==> config.mk <==
export PLATFORM = sky130hd
export DESIGN_NAME = plis_isqrt
export DESIGN_NICKNAME = d
export VERILOG_FILES = /design/src/rtl/plis_pkg.sv /design/src/rtl/plis_isqrt.sv
export SDC_FILE = /design/constraint.sdc
export NUM_CORES = 1
export LEC_CHECK = 0
export ABC_AREA = 0
export ABC_CLOCK_PERIOD_IN_PS = 23200
export BUFFER_PORTS_ARGS = -buffer_cell sky130_fd_sc_hd__buf_2
export CAP_MARGIN = 20
export CORE_MARGIN = 2
export CORE_UTILIZATION = 60
export CTS_CLUSTER_SIZE = 24
export DETAILED_ROUTE_END_ITERATION = 8
export PLACE_DENSITY_LB_ADDON = 0.25
export REMOVE_ABC_BUFFERS = 1
export SLEW_MARGIN = 10
export SYNTH_ARGS = -nofsm -noshare
export SYNTH_HDL_FRONTEND = slang
export SYNTH_SLANG_ARGS = --single-unit
==> constraint.sdc <==
create_clock -name clock -period 23.2 [get_ports clock]
set_input_delay 6.96 -clock clock [delete_from_list [all_inputs] [get_ports clock]]
set_output_delay 6.96 -clock clock [all_outputs]
set_load 0.02 [all_outputs]
==> src/rtl/plis_pkg.sv <==
// Shared constants, types and codes of the piecewise-linear inverse-CDF sampler.
`timescale 1ns / 1ps
package plis_pkg;

   localparam int MAX_POINTS = 256;
   localparam int PTR_W = $clog2(MAX_POINTS);
   localparam int CNT_W = $clog2(MAX_POINTS + 1);

   localparam logic [63:0] ONES = 64'hFFFF_FFFF_FFFF_FFFF;
   localparam logic [47:0] SLOPE_MAX = 48'h7FFF_FFFF_FFFF;
   localparam logic [63:0] PROD_MAX = 64'h4000_0000_0000_0000;
   localparam logic [31:0] Y_MAX = 32'hFFFF_FFFF;

   typedef enum logic [1:0] {
      STATUS_SAMPLE = 2'd0,
      STATUS_READY  = 2'd1,
      STATUS_REJECT = 2'd2,
      STATUS_NONE   = 2'd3
   } status_type;

   typedef enum logic [1:0] {
      MD_IDLE,
      MD_MUL,
      MD_CHK,
      MD_DIV
   } md_state_type;

   typedef enum logic {
      SQ_IDLE,
      SQ_RUN
   } sq_state_type;

   typedef enum logic [5:0] {
      S_IDLE,
      S_PR_START,
      S_PR_RD,
      S_PR_USE,
      S_PR_SLOPE,
      S_LEFT,
      S_LEFT_M,
      S_LEFT_SH,
      S_RIGHT,
      S_RIGHT_M,
      S_RIGHT_SH,
      S_WB0,
      S_WBL,
      S_CA_RD,
      S_CA_USE,
      S_CA_M,
      S_CA_LO,
      S_CA_HI,
      S_PA_M1,
      S_PA_M2,
      S_CA_NEXT,
      S_FIN,
      S_DR_FLAT,
      S_DR_SRCH,
      S_DR_CMP,
      S_DR_RD1,
      S_DR_RD2,
      S_DR_RD3,
      S_DR_Y2,
      S_DR_T,
      S_DR_SQ,
      S_DR_DX,
      S_DR_OUT
   } seq_state_type;

   typedef struct packed {
      logic        go;
      logic [63:0] a;
      logic [63:0] b;
      logic [63:0] c;
   } md_req_type;

   typedef struct packed {
      logic        done;
      logic [63:0] q;
   } md_rsp_type;

   typedef struct packed {
      logic        go;
      logic [63:0] n;
   } sq_req_type;

   typedef struct packed {
      logic        done;
      logic [31:0] root;
   } sq_rsp_type;

endpackage

==> src/rtl/plis_isqrt.sv <==
// Bitwise integer square root of a 64-bit value, two bits of the radicand per cycle.
`timescale 1ns / 1ps
module plis_isqrt (
   input  logic                clock,
   input  logic                reset,
   input  plis_pkg::sq_req_type sq_req,
   output plis_pkg::sq_rsp_type sq_rsp
);
   import plis_pkg::*;

   sq_state_type state_ff, state_in;
   logic [63:0]  n_ff, n_in;
   logic [63:0]  r_ff, r_in;
   logic [63:0]  bit_ff, bit_in;
   logic         done_ff, done_in;
   logic [63:0]  trial;

   always_ff @(posedge clock) begin
      if (reset) begin
         state_ff <= SQ_IDLE;
         done_ff  <= 1'b0;
      end else begin
         state_ff <= state_in;
         done_ff  <= done_in;
      end
      n_ff   <= n_in;
      r_ff   <= r_in;
      bit_ff <= bit_in;
   end

   always_comb begin
      state_in = state_ff;
      n_in     = n_ff;
      r_in     = r_ff;
      bit_in   = bit_ff;
      done_in  = 1'b0;
      trial    = r_ff + bit_ff;
      unique case (state_ff)
         SQ_IDLE: begin
            if (sq_req.go) begin
               n_in     = sq_req.n;
               r_in     = '0;
               bit_in   = 64'h4000_0000_0000_0000;
               state_in = SQ_RUN;
            end
         end
         SQ_RUN: begin
            if (n_ff >= trial) begin
               n_in = n_ff - trial;
               r_in = {1'b0, r_ff[63:1]} + bit_ff;
            end else begin
               r_in = {1'b0, r_ff[63:1]};
            end
            bit_in = {2'b00, bit_ff[63:2]};
            if (bit_ff[0]) begin
               done_in  = 1'b1;
               state_in = SQ_IDLE;
            end
         end
         default: state_in = SQ_IDLE;
      endcase
   end

   assign sq_rsp.done = done_ff;
   assign sq_rsp.root = r_ff[31:0];

endmodule

## Word level (Yosys, flattened, before mapping)

Index checks and enable logic that the tools add are counted.

| word-level totals | value |
|---|---|
| bits in registers | 194 |
| bits of input ports | 67 |
| output and inout port bits | 33 |
| word-level logic and storage cells | 26 |

| cells by class | value |
|---|---|
| add/sub/neg operators | 3 |
| $lt $le $gt $ge | 1 |
| equal/unequal tests | 2 |
| multiplexer cells | 12 |
| bitwise logic cells | 1 |
| reduce and logical (&&, ||, !) cells | 2 |

Operators by type and width:

| cell | number |
|---|---|
| case mux 64 bit (2 select lines) | 3 |
| two-way mux 64 bit | 5 |
| adder 63 x 64 -> 64 bit | 1 |
| adder 64 bit | 1 |
| >= comparator 64 bit | 1 |
| subtractor 64 bit | 1 |
| two-way mux 1 bit | 3 |
| != test 2 x 1 -> 1 bit, second input constant | 1 |
| != test 2 bit, second input constant | 1 |
| case mux 1 bit (2 select lines) | 1 |
| AND reduction 2 bit | 1 |
| OR reduction 2 bit | 1 |
| inverter 1 bit | 1 |

## Longest topological paths before layout

| logic depth | value |
|---|---|
| word-level depth | 4 |
| gate-level depth with buffers | 25 |
| mapped depth without buffers | 21 |

## Worst setup path before layout

Ideal clock, no wire load.

| timing path | value |
|---|---|
| path kind | input to register |
| start point | input sq_req[64] (netlist name) |
| end point | register n_ff[0], enable pin |
| arrival time | 10.146 ns |
| setup slack | 12.547 ns |
| stages | 2 |
| cells stage by stage | nor2_1 > a21oi_1 |

| on the way | value |
|---|---|
| longest elaborated chain between the ends | 2 |

RTL lines:

| item | line | text |
|---|---|---|
| start, declared | plis_isqrt.sv:6 | `input plis_pkg::sq_req_type sq_req,` |
| != test 2 bit (no line) | -- |  |
| AND reduction 2 bit (no line) | -- |  |
| end signal, assigned | plis_isqrt.sv:26 | `n_ff <= n_in;` |
| end, declared | plis_isqrt.sv:12 | `logic [63:0] n_ff, n_in;` |

Every way passes these cells.
A chain may end at the register's enable or synchronous reset.

## Final worst setup path

| timing path | value |
|---|---|
| start point | input sq_req[64] (netlist name) |
| end point | register bit_ff[18], enable pin |

| on the way | value |
|---|---|
| longest elaborated chain between the ends | 1 |

RTL lines:

| item | line | text |
|---|---|---|
| != test 2 bit (no line) | -- |  |
| end signal, assigned | plis_isqrt.sv:28 | `bit_ff <= bit_in;` |
| end, declared | plis_isqrt.sv:14 | `logic [63:0] bit_ff, bit_in;` |

Every way passes these cells.

==> flow_results.xml <==
<?xml version="1.0" encoding="UTF-8"?>
<metrics>
  <group name="setup_path">
    <metric name="crit_arrival" unit="ns">8.59</metric>
    <metric name="r2r_slack" unit="ns">15.28</metric>
    <metric name="timing_worst_setup_path_type" unit="">in2reg</metric>
    <metric name="critPathCapture" unit="">bit_ff[18]</metric>
    <metric name="crit_required" unit="ns">23.30</metric>
    <metric name="critical_path.reg2reg.endpoint" unit="">n_ff[46]</metric>
    <metric name="critPathLaunchType" unit="">input pin</metric>
    <metric name="origin_of_the_worst_setup_path" unit="">sq_req[64]</metric>
    <metric name="setup.worst_path.end_class" unit="">flip-flop</metric>
    <metric name="worst_r2r_path_depth" unit="">22</metric>
    <metric name="critical_path_peak_fanout" unit="">59</metric>
    <metric name="reg2reg_from" unit="">r_ff[2]</metric>
  </group>
  <group name="sta">
    <metric name="rsz_0062_raised_after_global_routing" unit="">no</metric>
    <metric name="worst_slew_margin_rel" unit="%">39.3</metric>
    <metric name="layout_worst_path_cycle_share" unit="%">36.6</metric>
    <metric name="final.min_clock_period" unit="ns">8.50</metric>
    <metric name="setup-violations-final" unit="">0</metric>
    <metric name="max_clock_freq" unit="MHz">118</metric>
    <metric name="hold_viol_final" unit="">0</metric>
    <metric name="final_max_slew_viol_count" unit="">0</metric>
    <metric name="slew_at_the_pin_with_the_worst_max_slew_slack" unit="ns">0.911</metric>
    <metric name="timing.clock.skew" unit="ns">0.0172</metric>
    <metric name="setup_tns" unit="ns">0</metric>
  </group>
  <group name="finish">
    <metric name="area.sequential" unit="um^2">4850</metric>
    <metric name="fin_cells" unit="">2180</metric>
    <metric name="layout.cells.most_common" unit="">nand2_1</metric>
    <metric name="layout-drive-gt1-share" unit="%">12.1</metric>
    <metric name="flow.area_growth_from_synthesis" unit="%">5.85</metric>
    <metric name="fin_nets" unit="">2029</metric>
    <metric name="layout.cells.most_common_list" unit="">162 x nand2_1, 160 x edfxtp_1, 146 x a21oi_1, 130 x ha_1, 125 x nor2_1</metric>
    <metric name="fillCellCount" unit="">2244</metric>
    <metric name="multi_input_area" unit="um^2">10300</metric>
  </group>
  <group name="placed_design">
    <metric name="gpl.final_weighted_congestion" unit="">0.932</metric>
    <metric name="placed_instance_count" unit="">2146</metric>
    <metric name="place_hpwl" unit="um">32600</metric>
    <metric name="port_buffers" unit="">99</metric>
  </group>
  <group name="synth">
    <metric name="yosys.area.top_type_share" unit="%">30.2</metric>
    <metric name="synth_enable_flop_cells" unit="">160</metric>
    <metric name="synth.lib_cells_used.distinct" unit="">76</metric>
    <metric name="synth_top_cells_by_area" unit="">edfxtp_1 30%, ha_1 10%, xor2_1 4.8%, a21oi_1 4.6%, nand2_1 3.8%</metric>
    <metric name="synth_area_leader_cell" unit="">edfxtp_1</metric>
    <metric name="synth-seq-cells" unit="">162</metric>
    <metric name="syn-instance-count" unit="">1833</metric>
    <metric name="netlist_area" unit="um^2">15900</metric>
    <metric name="synth.avg_cell_area" unit="um^2">8.69</metric>
    <metric name="async_flop_share" unit="%">0</metric>
    <metric name="yosys_warnings" unit="">0</metric>
    <metric name="synth-main-ff-cell" unit="">edfxtp_1</metric>
    <metric name="seq_area_frac_synth" unit="%">30.4</metric>
  </group>
  <group name="power_and_ir_drop">
    <metric name="switchingPower" unit="uW">893</metric>
    <metric name="cell_internal_pwr" unit="uW">1010</metric>
    <metric name="vdd_ir_drop_max" unit="mV">0.0732</metric>
    <metric name="p_sw_share" unit="%">46.9</metric>
    <metric name="pwr-share-comb" unit="%">59.1</metric>
    <metric name="total_leakage_power" unit="uW">0.00657</metric>
    <metric name="power_density" unit="nW/um^2">113</metric>
    <metric name="power_frac_clock" unit="%">15.0</metric>
    <metric name="seq_power_share" unit="%">25.8</metric>
  </group>
  <group name="run_status">
    <metric name="result_of_the_run" unit="">finished clean</metric>
  </group>
  <group name="grt">
    <metric name="grt_overflow" unit="">0</metric>
    <metric name="grt_first_pass_wirelength" unit="um">68800</metric>
    <metric name="initial_antenna_violation_count" unit="">1</metric>
    <metric name="grt_start_max_net_pins" unit="">76</metric>
    <metric name="track_usage" unit="%">30.4</metric>
    <metric name="vias_in_the_first_global_route" unit="">13100</metric>
    <metric name="globalRouteMet3Util" unit="%">4.52</metric>
    <metric name="global_route.usage.met2" unit="%">44.4</metric>
    <metric name="met1_global_route_usage" unit="%">47.4</metric>
    <metric name="global_route.peak_usage_layer" unit="">met1</metric>
  </group>
  <group name="run">
    <metric name="drv_cap" unit="">0</metric>
  </group>
  <group name="clocking">
    <metric name="clock_path_buffers" unit="">2</metric>
    <metric name="cts_setup_buffers" unit="">0</metric>
    <metric name="number_of_hold_repair_buffers_added_at_the_cts_stage" unit="">0</metric>
    <metric name="clk_tree_root_cell" unit="">clkbuf_16</metric>
    <metric name="cts_tree" unit="">yes</metric>
    <metric name="htreeDepth" unit="">4</metric>
    <metric name="clkSlewWorstSetupHoldPaths" unit="ns">0.07</metric>
    <metric name="cts.repair.resized" unit="">0</metric>
    <metric name="clock_latency" unit="ns">0.44</metric>
    <metric name="numCtsBuffers" unit="">17</metric>
    <metric name="clock_sinks" unit="">162</metric>
  </group>
  <group name="drt">
    <metric name="routed_wire_length_per_instance" unit="um">19.9</metric>
    <metric name="antenna_violating_nets_post_route" unit="">0</metric>
    <metric name="drt-total-wl" unit="um">43400</metric>
    <metric name="dr_total_vias" unit="">14400</metric>
    <metric name="remaining_drc_errors" unit="">0</metric>
    <metric name="dr.first_iter.drc_count" unit="">1356</metric>
    <metric name="detailedRoute.firstPassIterationCount" unit="">7</metric>
    <metric name="detail_route.vias_per_cell" unit="">6.59</metric>
  </group>
  <group name="worst_hold_path">
    <metric name="min-delay-path-class" unit="">reg2reg</metric>
  </group>
  <group name="die">
    <metric name="fp.dieArea" unit="um^2">27900</metric>
    <metric name="die_height" unit="um">167</metric>
    <metric name="num_io_pins" unit="">100</metric>
    <metric name="row_count" unit="">59</metric>
    <metric name="fp.dieW" unit="um">167</metric>
    <metric name="start_util" unit="%">61.1</metric>
    <metric name="placeableCoreArea" unit="um^2">26100</metric>
  </group>
</metrics>
[worst min-delay path by stage]
stage          cells after the start       start  slack [ns]    endpoint
3_3_place_gp                       2   bit_ff[0]        0.57     done_ff
3_5_place_dp                       2   bit_ff[0]        0.57     done_ff
5_1_grt                            1  bit_ff[12]        0.65  bit_ff[10]
2_1_floorplan                      2   bit_ff[0]        0.51     done_ff
6_report                           2   bit_ff[0]        0.59     done_ff
4_1_cts                            2   bit_ff[0]        0.59     done_ff
[flip-flops by register name, indices dropped and copies added, names as in the netlist]
signal / cells
bit_ff: 32
state_ff: 1
n_ff: 64
done_ff: 1
r_ff: 64
[power by group through the flow]
stage	clock network [uW]	logic (uW)	registers (uW)
2_1_floorplan	0	832	482
3_3_place_gp	0	1070	491
3_5_place_dp	0	1090	492
4_1_cts	289	1100	489
5_1_grt	299	1240	500
6_report	286	1130	492
[routing by layer]
metal | wire [um] | up-vias
li1 | - | 6895
met1 | 20600 | 6770
met2 | 18400 | 644
met3 | 3720 | 54
met4 | 711 | 0
met5 | 0 | -
[cells in the mapped netlist, types with 18 or more instances]
master / number
nand2_1: 162
a21o_1: 60
nor2_1: 125
inv_1: 46
o21bai_1: 32
mux2_2: 45
or3_1: 20
and2_1: 37
xnor2_1: 69
edfxtp_1: 160
a31oi_1: 56
a31o_2: 22
nor3_1: 33
nand4_1: 60
xor2_1: 88
a211oi_1: 37
o21ai_1: 32
ha_1: 130
buf_2: 18
buf_4: 35
nand3_1: 44
clkbuf_1: 69
o21ai_0: 73
a21oi_1: 147
[per-stage QoR]
stage / power, uW / setup slack (ns) / util [%] / hold WS (ns) / area [um^2]
floorplan: 1310 / 12.43 / - / 0.509 / 15300
global placement: 1560 / 14.24 / 62.4 / 0.568 / 16300
detailed placement: 1580 / 14.22 / 62.4 / 0.574 / 16300
CTS: 1880 / 14.68 / 64.6 / 0.590 / 16800
global route: 2030 / 14.48 / 64.7 / 0.646 / 16900
finish: 1900 / 14.70 / 64.7 / 0.590 / 16900
[layout make-up]
| cell class | count | share of cell area [%] |
|---|---|---|
| antenna | 1 | 0.0148 |
| clock buffer | 20 | 2.77 |
| clock inverter | 12 | 0.690 |
| inverter | 46 | 1.03 |
| multi-input combinational | 1497 | 60.9 |
| sequential | 162 | 28.8 |
| tap | 335 | 2.49 |
| timing repair buffer | 107 | 3.37 |
[critical path: stages]
cell and delay, ns:
buf_2 0.10, nor2_1 0.27, clkinv_2 0.63, buf_4 0.60
[logic make-up (layout without fill, tap and decap cells)]
| kind of cell | count (synthesis) | in the layout | share of synthesized area [%] |
|---|---|---|---|
| fa+ha+maj | 131 | 131 | 10.3 |
| simple gates | 572 | 572 | 17.6 |
| flops | 162 | 162 | 30.4 |
| xor+xnor | 157 | 157 | 8.64 |
| other cells | 0 | 1 | 0 |
| compound gates | 584 | 584 | 24.1 |
| mux | 53 | 53 | 3.69 |
| buf+inv | 174 | 185 | 5.21 |
Power figures use the tool's default switching activity.
