File: src/rtl/plis_pkg.sv
// Shared constants, types and codes of the piecewise-linear inverse-CDF sampler.
`timescale 1ns / 1ps
package plis_pkg;

   localparam int MAX_POINTS = 256;
   localparam int PTR_W = $clog2(MAX_POINTS);
   localparam int CNT_W = $clog2(MAX_POINTS + 1);

   localparam logic [63:0] ONES = 64'hFFFF_FFFF_FFFF_FFFF;
   localparam logic [47:0] SLOPE_MAX = 48'h7FFF_FFFF_FFFF;
   localparam logic [63:0] PROD_MAX = 64'h4000_0000_0000_0000;
   localparam logic [31:0] Y_MAX = 32'hFFFF_FFFF;

   typedef enum logic [1:0] {
      STATUS_SAMPLE = 2'd0,
      STATUS_READY  = 2'd1,
      STATUS_REJECT = 2'd2,
      STATUS_NONE   = 2'd3
   } status_type;

   typedef enum logic [1:0] {
      MD_IDLE,
      MD_MUL,
      MD_CHK,
      MD_DIV
   } md_state_type;

   typedef enum logic {
      SQ_IDLE,
      SQ_RUN
   } sq_state_type;

   typedef enum logic [5:0] {
      S_IDLE,
      S_PR_START,
      S_PR_RD,
      S_PR_USE,
      S_PR_SLOPE,
      S_LEFT,
      S_LEFT_M,
      S_LEFT_SH,
      S_RIGHT,
      S_RIGHT_M,
      S_RIGHT_SH,
      S_WB0,
      S_WBL,
      S_CA_RD,
      S_CA_USE,
      S_CA_M,
      S_CA_LO,
      S_CA_HI,
      S_PA_M1,
      S_PA_M2,
      S_CA_NEXT,
      S_FIN,
      S_DR_FLAT,
      S_DR_SRCH,
      S_DR_CMP,
      S_DR_RD1,
      S_DR_RD2,
      S_DR_RD3,
      S_DR_Y2,
      S_DR_T,
      S_DR_SQ,
      S_DR_DX,
      S_DR_OUT
   } seq_state_type;

   typedef struct packed {
      logic        go;
      logic [63:0] a;
      logic [63:0] b;
      logic [63:0] c;
   } md_req_type;

   typedef struct packed {
      logic        done;
      logic [63:0] q;
   } md_rsp_type;

   typedef struct packed {
      logic        go;
      logic [63:0] n;
   } sq_req_type;

   typedef struct packed {
      logic        done;
      logic [31:0] root;
   } sq_rsp_type;

endpackage

File: src/rtl/plis_muldiv.sv
// Shared multiply-divide unit: floor(a*b/c) by shift-add product and restoring division.
`timescale 1ns / 1ps
module plis_muldiv (
   input  logic                clock,
   input  logic                reset,
   input  plis_pkg::md_req_type md_req,
   output plis_pkg::md_rsp_type md_rsp
);
   import plis_pkg::*;

   md_state_type state_ff, state_in;
   logic [5:0]   cnt_ff, cnt_in;
   logic [63:0]  a_ff, a_in;
   logic [63:0]  b_ff, b_in;
   logic [63:0]  c_ff, c_in;
   logic [127:0] acc_ff, acc_in;
   logic         done_ff, done_in;
   logic [64:0]  rem_sh;
   logic [64:0]  rem_sub;
   logic         ge;

   always_ff @(posedge clock) begin
      if (reset) begin
         state_ff <= MD_IDLE;
         done_ff  <= 1'b0;
      end else begin
         state_ff <= state_in;
         done_ff  <= done_in;
      end
      cnt_ff <= cnt_in;
      a_ff   <= a_in;
      b_ff   <= b_in;
      c_ff   <= c_in;
      acc_ff <= acc_in;
   end

   always_comb begin
      state_in = state_ff;
      cnt_in   = cnt_ff;
      a_in     = a_ff;
      b_in     = b_ff;
      c_in     = c_ff;
      acc_in   = acc_ff;
      done_in  = 1'b0;
      rem_sh   = {acc_ff[127:64], acc_ff[63]};
      ge       = rem_sh >= {1'b0, c_ff};
      rem_sub  = rem_sh - {1'b0, c_ff};
      unique case (state_ff)
         MD_IDLE: begin
            if (md_req.go) begin
               a_in     = md_req.a;
               b_in     = md_req.b;
               c_in     = md_req.c;
               acc_in   = '0;
               cnt_in   = '0;
               state_in = MD_MUL;
            end
         end
         MD_MUL: begin
            acc_in = {acc_ff[126:0], 1'b0} + (a_ff[63] ? {64'd0, b_ff} : 128'd0);
            a_in   = {a_ff[62:0], 1'b0};
            cnt_in = cnt_ff + 6'd1;
            if (cnt_ff == '1) begin
               state_in = MD_CHK;
            end
         end
         MD_CHK: begin
            if (c_ff == '0 || acc_ff[127:64] >= c_ff) begin
               acc_in[63:0] = ONES;
               done_in      = 1'b1;
               state_in     = MD_IDLE;
            end else begin
               cnt_in   = '0;
               state_in = MD_DIV;
            end
         end
         MD_DIV: begin
            acc_in = {(ge ? rem_sub[63:0] : rem_sh[63:0]), acc_ff[62:0], ge};
            cnt_in = cnt_ff + 6'd1;
            if (cnt_ff == '1) begin
               done_in  = 1'b1;
               state_in = MD_IDLE;
            end
         end
         default: state_in = MD_IDLE;
      endcase
   end

   assign md_rsp.done = done_ff;
   assign md_rsp.q    = acc_ff[63:0];

endmodule

File: config.mk
export PLATFORM = sky130hd
export DESIGN_NAME = plis_muldiv
export DESIGN_NICKNAME = d
export VERILOG_FILES = /design/src/rtl/plis_pkg.sv /design/src/rtl/plis_muldiv.sv
export SDC_FILE = /design/constraint.sdc
export NUM_CORES = 1
export LEC_CHECK = 0
export ABC_AREA = 1
export BUFFER_PORTS_ARGS = -buffer_cell sky130_fd_sc_hd__buf_4
export CAP_MARGIN = 20
export CORE_ASPECT_RATIO = 1.5
export CORE_MARGIN = 2
export CORE_UTILIZATION = 57
export CTS_BUF_LIST = sky130_fd_sc_hd__clkbuf_8
export DETAILED_ROUTE_END_ITERATION = 8
export GPL_TIMING_DRIVEN = 0
export PLACE_DENSITY_LB_ADDON = 0.1
export SLEW_MARGIN = 20
export SYNTH_ARGS = -nofsm -noshare
export SYNTH_HDL_FRONTEND = slang
export SYNTH_SLANG_ARGS = --single-unit
File: constraint.sdc
create_clock -name clock -period 6.1 [get_ports clock]
set_input_delay 0.305 -clock clock [delete_from_list [all_inputs] [get_ports clock]]
set_output_delay 0.305 -clock clock [all_outputs]
set_load 0.005 [all_outputs]
==> results of run 1 <==
[metal layers]
layer | overflow | track usage [%]
met5 | 0 | 0.844
met4 | 6 | 62.2
met3 | 0 | 22.9
met2 | 6 | 87.6
met1 | 0 | 52.9
[what timing repair did]
item | in CTS
setup buffers | 0
resized for setup | 0
hold buffers | 193
setup endpoints to repair | 0
endpoints found under the hold margin | 195
[logic make-up after synthesis]
group | count (synthesis) | synth area share [%]
buffers and inverters | 797 | 11.4
AND/OR/NAND/NOR | 2333 | 34.1
adder cells (fa/ha/maj) | 194 | 8.44
XOR/XNOR | 44 | 1.33
AO/OA/AOI/OAI | 592 | 10.7
flip-flops | 329 | 34.1
[per-stage QoR]
stage | instance area (sq um) | hold slack [ps] | setup slack (ps) | std cells | setup TNS (ps)
after floorplan | 28900 | 374 | 505 | 4289 | 0
after detailed placement | 32000 | 484 | 557 | 5228 | 0
after global placement | 31700 | 483 | -1490 | 5217 | -172960
after CTS | 34900 | 101 | 510 | 5508 | 0
==> impl_metrics.json, run 1 <==
{
  "detailed_place_hpwl_mm": 104,
  "synth_cell_type_count": 49,
  "dieHeight_um": 280,
  "chipWidth_um": 188,
  "start_util_pct": 57.4,
  "synth_enable_flop_cells": 326,
  "mapped_nets": 4678,
  "yosysWarnings": 0,
  "netlist.area_leader.share_pct": 33.8,
  "clock-root-buffer": "sky130_fd_sc_hd__clkbuf_8",
  "gpl.final_weighted_congestion": 1.16,
  "stop_stage": "global routing",
  "yosys-top-cells-count": "1,220 x sky130_fd_sc_hd__nand2_1, 646 x sky130_fd_sc_hd__inv_1, 474 x sky130_fd_sc_hd__nor2_1",
  "maximum_number_of_pins_on_one_net_before_global_route_repair": 29,
  "pin_count": 260,
  "synth_area_sq_um": 28900,
  "leading_cell_type_by_number_of_instances_after_synthesis": "sky130_fd_sc_hd__nand2_1",
  "grt_pass1_wl_mm": 217,
  "postSynthRegisterBits": 329,
  "postSynthCellCount": 4289,
  "synth-main-ff-cell": "sky130_fd_sc_hd__edfxtp_1",
  "cts_inserted_buffers": 50,
  "grt_remaining_overflow": 12,
  "part_of_the_yosys_area_used_for_sequential_elements_pct": 34.1,
  "async_flop_share_pct": 0,
  "synth.top_cells.by_area": "sky130_fd_sc_hd__edfxtp_1 34%, sky130_fd_sc_hd__nand2_1 16%, sky130_fd_sc_hd__inv_1 8.4%",
  "syn_avg_cell_area_sq_um": 6.74,
  "grt_pass1_vias": 35200,
  "cts-root-to-sink-buffers": 3,
  "cts.sinks": 329,
  "error_that_ended_the_run": "[ERROR GRT-0116] Global routing finished with congestion. Check the congestion regions in the DRC Viewer.",
  "grt_use_total_pct": 56.1,
  "post-synth-top-area-cell": "sky130_fd_sc_hd__edfxtp_1",
  "status": "aborted with a tool error",
  "cts_htree_levels": 2,
  "port-buffer-count": 259,
  "number_of_rows_in_the_core_area": 101
}
==> run 2: changes to the inputs <==
--- a/config.mk
+++ b/config.mk
@@ -8,13 +8,11 @@
 export ABC_AREA = 1
 export BUFFER_PORTS_ARGS = -buffer_cell sky130_fd_sc_hd__buf_4
 export CAP_MARGIN = 20
-export CORE_ASPECT_RATIO = 1.5
 export CORE_MARGIN = 2
-export CORE_UTILIZATION = 57
-export CTS_BUF_LIST = sky130_fd_sc_hd__clkbuf_8
+export CORE_UTILIZATION = 40
 export DETAILED_ROUTE_END_ITERATION = 8
 export GPL_TIMING_DRIVEN = 0
-export PLACE_DENSITY_LB_ADDON = 0.1
+export PLACE_DENSITY_LB_ADDON = 0.15
 export SLEW_MARGIN = 20
 export SYNTH_ARGS = -nofsm -noshare
 export SYNTH_HDL_FRONTEND = slang
==> constraint.sdc (replaced) <==
create_clock -name clock -period 7.9 [get_ports clock]
set_input_delay 0.395 -clock clock [delete_from_list [all_inputs] [get_ports clock]]
set_output_delay 0.395 -clock clock [all_outputs]
set_load 0.005 [all_outputs]
==> run 2 against run 1 <==
Compared with the run above: the flow now finishes without violations; synthesized cell count is the same; synthesized area unchanged.
==> impl_metrics.json, run 2 <==
{
  "status": "finished, final reports clean",
  "cts-resized-gates": 0,
  "drt-vias-per-instance": 5.26,
  "layout_worst_path_cycle_share_pct": 68.9,
  "power.static_leakage_nw": 16.2,
  "grt_setup_unrepaired": "no",
  "grt_pass1_wl_mm": 180,
  "grt_remaining_overflow": 0,
  "cts_post_setup_buffers_inserted": 0,
  "remaining_drc_errors": 0,
  "most_common_cell_after_layout_fill_and_taps_aside": "sky130_fd_sc_hd__nand2_1",
  "area_of_the_placeable_core_sq_um": 71500,
  "cts_tree": "done",
  "grt_pass1_vias": 28800,
  "antenna_found_initial": 2,
  "timing.critical_path.buf_inv": 5,
  "part_of_the_yosys_area_used_for_sequential_elements_pct": 34.1,
  "critical_path_peak_fanout": 10,
  "final_critical_path_setup_slack_ps": 2460,
  "drt-pass1-iter-count": 5,
  "worst_setup_path_start_kind": "flip-flop",
  "area_of_combinational_cells_with_multiple_inputs_sq_um": 15800,
  "syn_avg_cell_area_sq_um": 6.74,
  "detailed_place_hpwl_mm": 106,
  "synth-adder-area-share_pct": 8.44,
  "drt-initial-drc-count": 2444,
  "criticalPathCategory": "flip-flop to flip-flop",
  "cts_htree_levels": 2,
  "leading_cell_type_by_number_of_instances_after_synthesis": "sky130_fd_sc_hd__nand2_1",
  "postSynthRegisterBits": 329,
  "post-route-min-period_ps": 5440,
  "power.ir.vdd_worst_mv": 0.185,
  "drt.antenna.violating_nets": 0,
  "holdBufCountCts": 129,
  "chipWidth_um": 273,
  "clock-root-buffer": "sky130_fd_sc_hd__clkbuf_16",
  "synth-simple-area-share_pct": 34.1,
  "max_slew.worst_pin.slew_ps": 1240,
  "filler_cell_count": 7548,
  "pin_count": 260,
  "finalSetupViolCount": 0,
  "post_route_cells_drive_above_1_share_pct": 9.95,
  "yosys-top-cells-count": "1,220 x sky130_fd_sc_hd__nand2_1, 646 x sky130_fd_sc_hd__inv_1, 474 x sky130_fd_sc_hd__nor2_1",
  "final_net_count": 5122,
  "synth_enable_flop_cells": 326,
  "place_inst": 5512,
  "pre_cts_ws_ps": 2200,
  "cts_inserted_buffers": 40,
  "cp_top_family": "simple AND/OR/NAND/NOR gates",
  "layout_common_cells": "1,220 x sky130_fd_sc_hd__nand2_1, 646 x sky130_fd_sc_hd__inv_1, 472 x sky130_fd_sc_hd__nor2_1, 385 x sky130_fd_sc_hd__nand3_1, 328 x sky130_fd_sc_hd__buf_4",
  "dieHeight_um": 273,
  "wl_per_cell_um": 21.8,
  "grt_use_total_pct": 32.8,
  "path_depth": 21,
  "cts.sinks": 329,
  "synth-main-ff-cell": "sky130_fd_sc_hd__edfxtp_1",
  "drt_wl_total_mm": 124,
  "timing.final.hold_violations": 0,
  "netlist.area_leader.share_pct": 33.8,
  "number_of_rows_in_the_core_area": 98,
  "postSynthCellCount": 4289,
  "critical_path.slowest_cell": "sky130_fd_sc_hd__clkbuf_1",
  "sequential_cell_area_sq_um": 9850,
  "clk-insertion-delay-late_ps": 600,
  "gpl.final_weighted_congestion": 1.05,
  "clkTransAtPathRegs_ps": 60,
  "finalCoreUtilization_pct": 48.9,
  "diodes": 0,
  "worst-endpoint-arrival_ps": 5770,
  "finalNonFillerCells": 5712,
  "maxCapViolCount": 0,
  "hold_path_depth": 3,
  "synth.top_cells.by_area": "sky130_fd_sc_hd__edfxtp_1 34%, sky130_fd_sc_hd__nand2_1 16%, sky130_fd_sc_hd__inv_1 8.4%",
  "fraction_of_synthesized_cell_area_in_xor_and_xnor_cells_pct": 1.33,
  "yosysWarnings": 0,
  "maximum_number_of_pins_on_one_net_before_global_route_repair": 31,
  "full_die_area_sq_um": 74500,
  "finalMaxSlewViolations": 0,
  "synth_cell_type_count": 49,
  "start_util_pct": 40.5,
  "clock-skew-final_ps": 14.8,
  "fraction_of_synthesized_area_in_multiplexers_pct": 0,
  "post-synth-top-area-cell": "sky130_fd_sc_hd__edfxtp_1",
  "worst_r2r_path_depth": 21,
  "critical_path.cell_chain": "clkbuf_1, clkbuf_1, nand2_1, inv_1, ha_1, inv_1, fa_1, inv_1, nand3_1, nand2_1, a21oi_1, o21ai_0, nand2_1, nand2_1, nand2_1, nand3_1, nand3b_1, nand2_1, nand2_1, nand3_1, nand2_1",
  "largest_register_ffs": 128,
  "share_of_the_synthesized_area_in_compound_gates_ao_oa_aoi_oai_pct": 10.7,
  "port-buffer-count": 259,
  "cts-root-to-sink-buffers": 3,
  "worst_path_largest_cell_delay_ps": 850,
  "p_total_mw": 7.82,
  "largest_register": "acc_ff",
  "async_flop_share_pct": 0,
  "setup.worst_path.end_class": "flip-flop",
  "combinational_family_with_the_most_area_after_synthesis": "simple AND/OR/NAND/NOR gates",
  "mapped_nets": 4678,
  "crit_path_frequent_cell": "sky130_fd_sc_hd__nand2_1",
  "ratio_of_total_power_to_cell_area_nw_per_um2": 224,
  "synth_area_sq_um": 28900,
  "area.growth.synth_to_final_pct": 20.9,
  "via_count": 30000,
  "holdCritPathClass": "input port to flip-flop",
  "crit_required_ps": 8230,
  "slew_headroom_pct": 16.7,
  "maximum_operating_frequency_mhz": 184
}
## run 2: cell counts after synthesis
Identical to the previous run, type by type.
## run 2: final cells by class
type	count	area share, %
repair buffers	402	10.2
plain buffers	138	2.33
flip-flops and latches	329	28.2
clock buffers	50	2.97
clock inverters	21	0.594
well taps	950	3.40
multi-input cells	3163	45.3
inverters	659	7.07
## run 2: per-stage QoR
stage / TNS, ps / cell area, sq um / hold WS (ps)
after global placement: -224090 / 32100 / 497
after CTS: 0 / 35000 / 47.5
after global routing: 0 / 35000 / 60.4
final: 0 / 35000 / 62.7
after detailed placement: 0 / 32400 / 501
after floorplan: 0 / 28900 / 464
## run 2: logic make-up (layout without fill, tap and decap cells)
group,Yosys count,in the layout
and+or+nand+nor,2333,2333
adders and majority gates,194,194
xor gates and xnor gates,44,44
AOI/OAI and AO/OA,592,592
buffers and inverters,797,1270
DFF,329,329
## run 2: final timing paths
kind	from	end	slack (ps)
setup / recovery	a_ff[63]	acc_ff[115]	2460
hold / removal	md_req[137]	a_ff[9]	60
setup reg to reg	a_ff[63]	acc_ff[115]	2460
hold reg to reg	a_ff[61]	a_ff[62]	510
## run 2: worst reg2reg max path, delay by kind of cell, from the launching register on
family          cells  cell delay [ps]
buf+inv             5             1530
compound gates      2              960
flops               1              320
simple gates       12             1860
fa+ha+maj           2              520
## run 2: per-layer routing
metal	vias up	GRT usage, %	part of all wire [%]
li1	14900	-	-
met1	13900	39.5	40
met4	2	20.9	7.3
met3	275	3.73	5.5
met2	974	55.7	47
met5	-	0	0.0072
## run 2: power by group
| part | internal, mW | switching [mW] | total, mW | leakage [nW] |
|---|---|---|---|---|
| Sequential | 2.31 | 0.350 | 2.66 | 3.31 |
| Combinational | 1.20 | 2.16 | 3.36 | 12.3 |
| Clock | 1.03 | 0.768 | 1.80 | 0.607 |
| Total | 4.54 | 3.28 | 7.82 | 16.2 |
No activity file was read; power rests on OpenSTA's default activity.
==> run 3: changes to the inputs <==
--- a/config.mk
+++ b/config.mk
@@ -5,7 +5,7 @@
 export SDC_FILE = /design/constraint.sdc
 export NUM_CORES = 1
 export LEC_CHECK = 0
-export ABC_AREA = 1
+export ABC_AREA = 0
 export BUFFER_PORTS_ARGS = -buffer_cell sky130_fd_sc_hd__buf_4
 export CAP_MARGIN = 20
 export CORE_MARGIN = 2
==> constraint.sdc (replaced) <==
create_clock -name clock -period 5.1 [get_ports clock]
set_input_delay 0.255 -clock clock [delete_from_list [all_inputs] [get_ports clock]]
set_output_delay 0.255 -clock clock [all_outputs]
set_load 0.005 [all_outputs]
==> run 3 against run 2 <==
Compared with the run above: sequential cell count did not move; non-clock buffer count rose by 122; routed wire length decreased by 31%; utilization rose by 1.9 points; combinational power grew 45%; clock skew increased by 10 ps; critical endpoint is now acc_ff[90]; largest power group unchanged; highest routed layer is now met4.
==> impl_metrics.json, run 3 <==
{
  "drt-initial-drc-count": 2065,
  "full_die_area_sq_um": 63600,
  "setup.worst_path.end_class": "flip-flop",
  "finalMaxSlewViolations": 0,
  "synth_area_sq_um": 24700,
  "start_util_pct": 40.2,
  "dieHeight_um": 252,
  "layout_worst_path_cycle_share_pct": 95.5,
  "place_inst": 3772,
  "maxCapViolCount": 0,
  "postSynthRegisterBits": 329,
  "combinationalPowerShare_pct": 41.5,
  "maximum_number_of_pins_on_one_net_before_global_route_repair": 45,
  "power.share.sequential_pct": 34.3,
  "syn_avg_cell_area_sq_um": 9.09,
  "cts_inserted_buffers": 42,
  "largest_register_ffs": 128,
  "post-route-min-period_ps": 4870,
  "clkTransAtPathRegs_ps": 50,
  "filler_cell_count": 5725,
  "largest_register": "acc_ff",
  "synth_enable_flop_cells": 326,
  "clk-insertion-delay-late_ps": 590,
  "power.static_leakage_nw": 13.0,
  "crit-reg2reg-launch": "a_ff[63]",
  "grt_pass1_vias": 22500,
  "cts_htree_levels": 2,
  "postSynthCellCount": 2712,
  "number_of_rows_in_the_core_area": 91,
  "cts-root-to-sink-buffers": 3,
  "gpl.final_weighted_congestion": 0.954,
  "synth.top_cells.by_area": "sky130_fd_sc_hd__edfxtp_1 40%, sky130_fd_sc_hd__ha_1 9.7%, sky130_fd_sc_hd__nand2_1 5.5%",
  "most_common_cell_after_layout_fill_and_taps_aside": "sky130_fd_sc_hd__nand2_1",
  "post_route_cells_drive_above_1_share_pct": 14.9,
  "p_sw_share_pct": 38.6,
  "p_int_mw": 7.17,
  "holdCritPathClass": "input port to flip-flop",
  "max_slew.worst_pin.slew_ps": 1210,
  "wl_per_cell_um": 21.2,
  "clock-skew-final_ps": 25.2,
  "synth-main-ff-cell": "sky130_fd_sc_hd__edfxtp_1",
  "mapped_nets": 3101,
  "via_count": 23000,
  "clock-root-buffer": "sky130_fd_sc_hd__clkbuf_16",
  "maximum_operating_frequency_mhz": 205,
  "power.ir.vdd_worst_mv": 0.224,
  "pin_count": 260,
  "final_net_count": 3610,
  "drt-pass1-iter-count": 8,
  "drt-vias-per-instance": 5.70,
  "ratio_of_total_power_to_cell_area_nw_per_um2": 375,
  "antenna_found_initial": 1,
  "layout_common_cells": "363 x sky130_fd_sc_hd__nand2_1, 331 x sky130_fd_sc_hd__buf_4, 326 x sky130_fd_sc_hd__edfxtp_1, 244 x sky130_fd_sc_hd__o21ai_0, 204 x sky130_fd_sc_hd__a21oi_1",
  "sequential_cell_area_sq_um": 9850,
  "finalSetupViolCount": 0,
  "port-buffer-count": 259,
  "area_of_the_placeable_core_sq_um": 61400,
  "grt_setup_unrepaired": "no",
  "grt_use_total_pct": 26.2,
  "status": "finished, final reports clean",
  "yosys-top-cells-count": "364 x sky130_fd_sc_hd__nand2_1, 326 x sky130_fd_sc_hd__edfxtp_1, 245 x sky130_fd_sc_hd__o21ai_0",
  "grt_pass1_wl_mm": 129,
  "slew_headroom_pct": 18.4,
  "async_flop_share_pct": 0,
  "worst-endpoint-arrival_ps": 5150,
  "cts.sinks": 329,
  "synth_cell_type_count": 95,
  "cts_tree": "done",
  "hold_ws_ps": 339,
  "worst_setup_path_start_kind": "flip-flop",
  "crit_required_ps": 5380,
  "power.net_switching_mw": 4.52,
  "drt_wl_total_mm": 85.6,
  "crit_start": "a_ff[63]",
  "finalNonFillerCells": 4043,
  "area_of_combinational_cells_with_multiple_inputs_sq_um": 13400,
  "leading_cell_type_by_number_of_instances_after_synthesis": "sky130_fd_sc_hd__nand2_1",
  "clockPowerShare_pct": 24.1,
  "area.growth.synth_to_final_pct": 26.4,
  "criticalPathCategory": "flip-flop to flip-flop",
  "chipWidth_um": 252,
  "remaining_drc_errors": 0,
  "post-synth-top-area-cell": "sky130_fd_sc_hd__edfxtp_1",
  "critical_path_peak_fanout": 10,
  "yosysWarnings": 0,
  "part_of_the_yosys_area_used_for_sequential_elements_pct": 39.9,
  "min-delay-start": "md_req[192]",
  "netlist.area_leader.share_pct": 39.7,
  "timing.final.hold_violations": 0,
  "detailed_place_hpwl_mm": 64.3,
  "drt.antenna.violating_nets": 0,
  "grt_remaining_overflow": 0
}
run 3: final cells by class:
| type | count | area share (%) |
|---|---|---|
| well taps | 790 | 3.17 |
| flip-flops and latches | 329 | 31.6 |
| clock buffers | 54 | 3.52 |
| multi-input cells | 2071 | 42.9 |
| diodes | 1 | 0.00803 |
| plain buffers | 196 | 3.40 |
| inverters | 115 | 1.39 |
| clock inverters | 21 | 0.562 |
| repair buffers | 466 | 13.4 |
run 3: final timing paths:
| path | to | slack (ps) | cells past startpoint |
|---|---|---|---|
| setup reg to reg | acc_ff[90] | 230 | 16 |
| hold / removal | state_ff[0] | 340 | 4 |
| setup / recovery | acc_ff[90] | 230 | 16 |
| hold reg to reg | a_ff[55] | 510 | 2 |
run 3: power groups by stage:
| stage | logic (mW) | clock network (mW) | registers, mW |
|---|---|---|---|
| finish | 4.86 | 2.82 | 4.01 |
| global route | 5.33 | 2.96 | 4.06 |
| CTS | 4.79 | 2.87 | 4.00 |
| detailed placement | 4.64 | 0 | 4.05 |
| global placement | 4.51 | 0 | 4.08 |
| floorplan | 3.17 | 0 | 3.88 |
run 3: per-layer routing:
layer / share of wire [%] / vias up / track usage, % / wire (um)
met5: 0 / - / 0 / 0
met3: 7.1 / 170 / 4.37 / 6030
li1: - / 11000 / - / -
met4: 3.6 / 0 / 9.55 / 3110
met1: 44 / 11000 / 35.7 / 37800
met2: 45 / 902 / 41.8 / 38600
run 3: critical path: stages (launching register included):
cell and delay [ps]:
sky130_fd_sc_hd__edfxtp_1 480, sky130_fd_sc_hd__buf_4 300, sky130_fd_sc_hd__clkbuf_1 270, sky130_fd_sc_hd__and2_1 190, sky130_fd_sc_hd__ha_1 230, sky130_fd_sc_hd__clkbuf_1 190
sky130_fd_sc_hd__a21o_1 200, sky130_fd_sc_hd__a21oi_1 150, sky130_fd_sc_hd__o211ai_1 180, sky130_fd_sc_hd__a21o_1 270, sky130_fd_sc_hd__o2bb2ai_1 270, sky130_fd_sc_hd__o211a_1 370
sky130_fd_sc_hd__o21ai_0 660, sky130_fd_sc_hd__nor4_1 150, sky130_fd_sc_hd__xor2_1 170, sky130_fd_sc_hd__o21ai_0 410, sky130_fd_sc_hd__a31oi_1 90
run 3: logic make-up after synthesis:
group / share of synthesized area, %
compound gates: 18.8
mux: 0.543
fa+ha+maj: 9.91
flops: 39.9
buf+inv: 6.05
xor+xnor: 5.51
simple gates: 19.2
run 3: per-stage QoR:
stage / setup WS (ps) / instance area, sq um / utilization [%] / total power, mW / TNS, ps
floorplan: 630 / 24700 / - / 7.05 / 0
global placement: -1620 / 27600 / 45.0 / 8.59 / -340780
detailed placement: -360 / 27900 / 45.4 / 8.69 / -5420
CTS: 124 / 31100 / 50.7 / 11.7 / 0
global route: 89.6 / 31200 / 50.8 / 12.4 / 0
finish: 232 / 31200 / 50.8 / 11.7 / 0
run 3: what timing repair did:
action / CTS / global route
gates resized for setup: 0 / 7
setup endpoints to repair: 30 / 16
hold buffers: 193 / 0
buffers inserted: 2 / 1
pin swaps: 0 / 1
hold endpoints to repair: 195 / 0
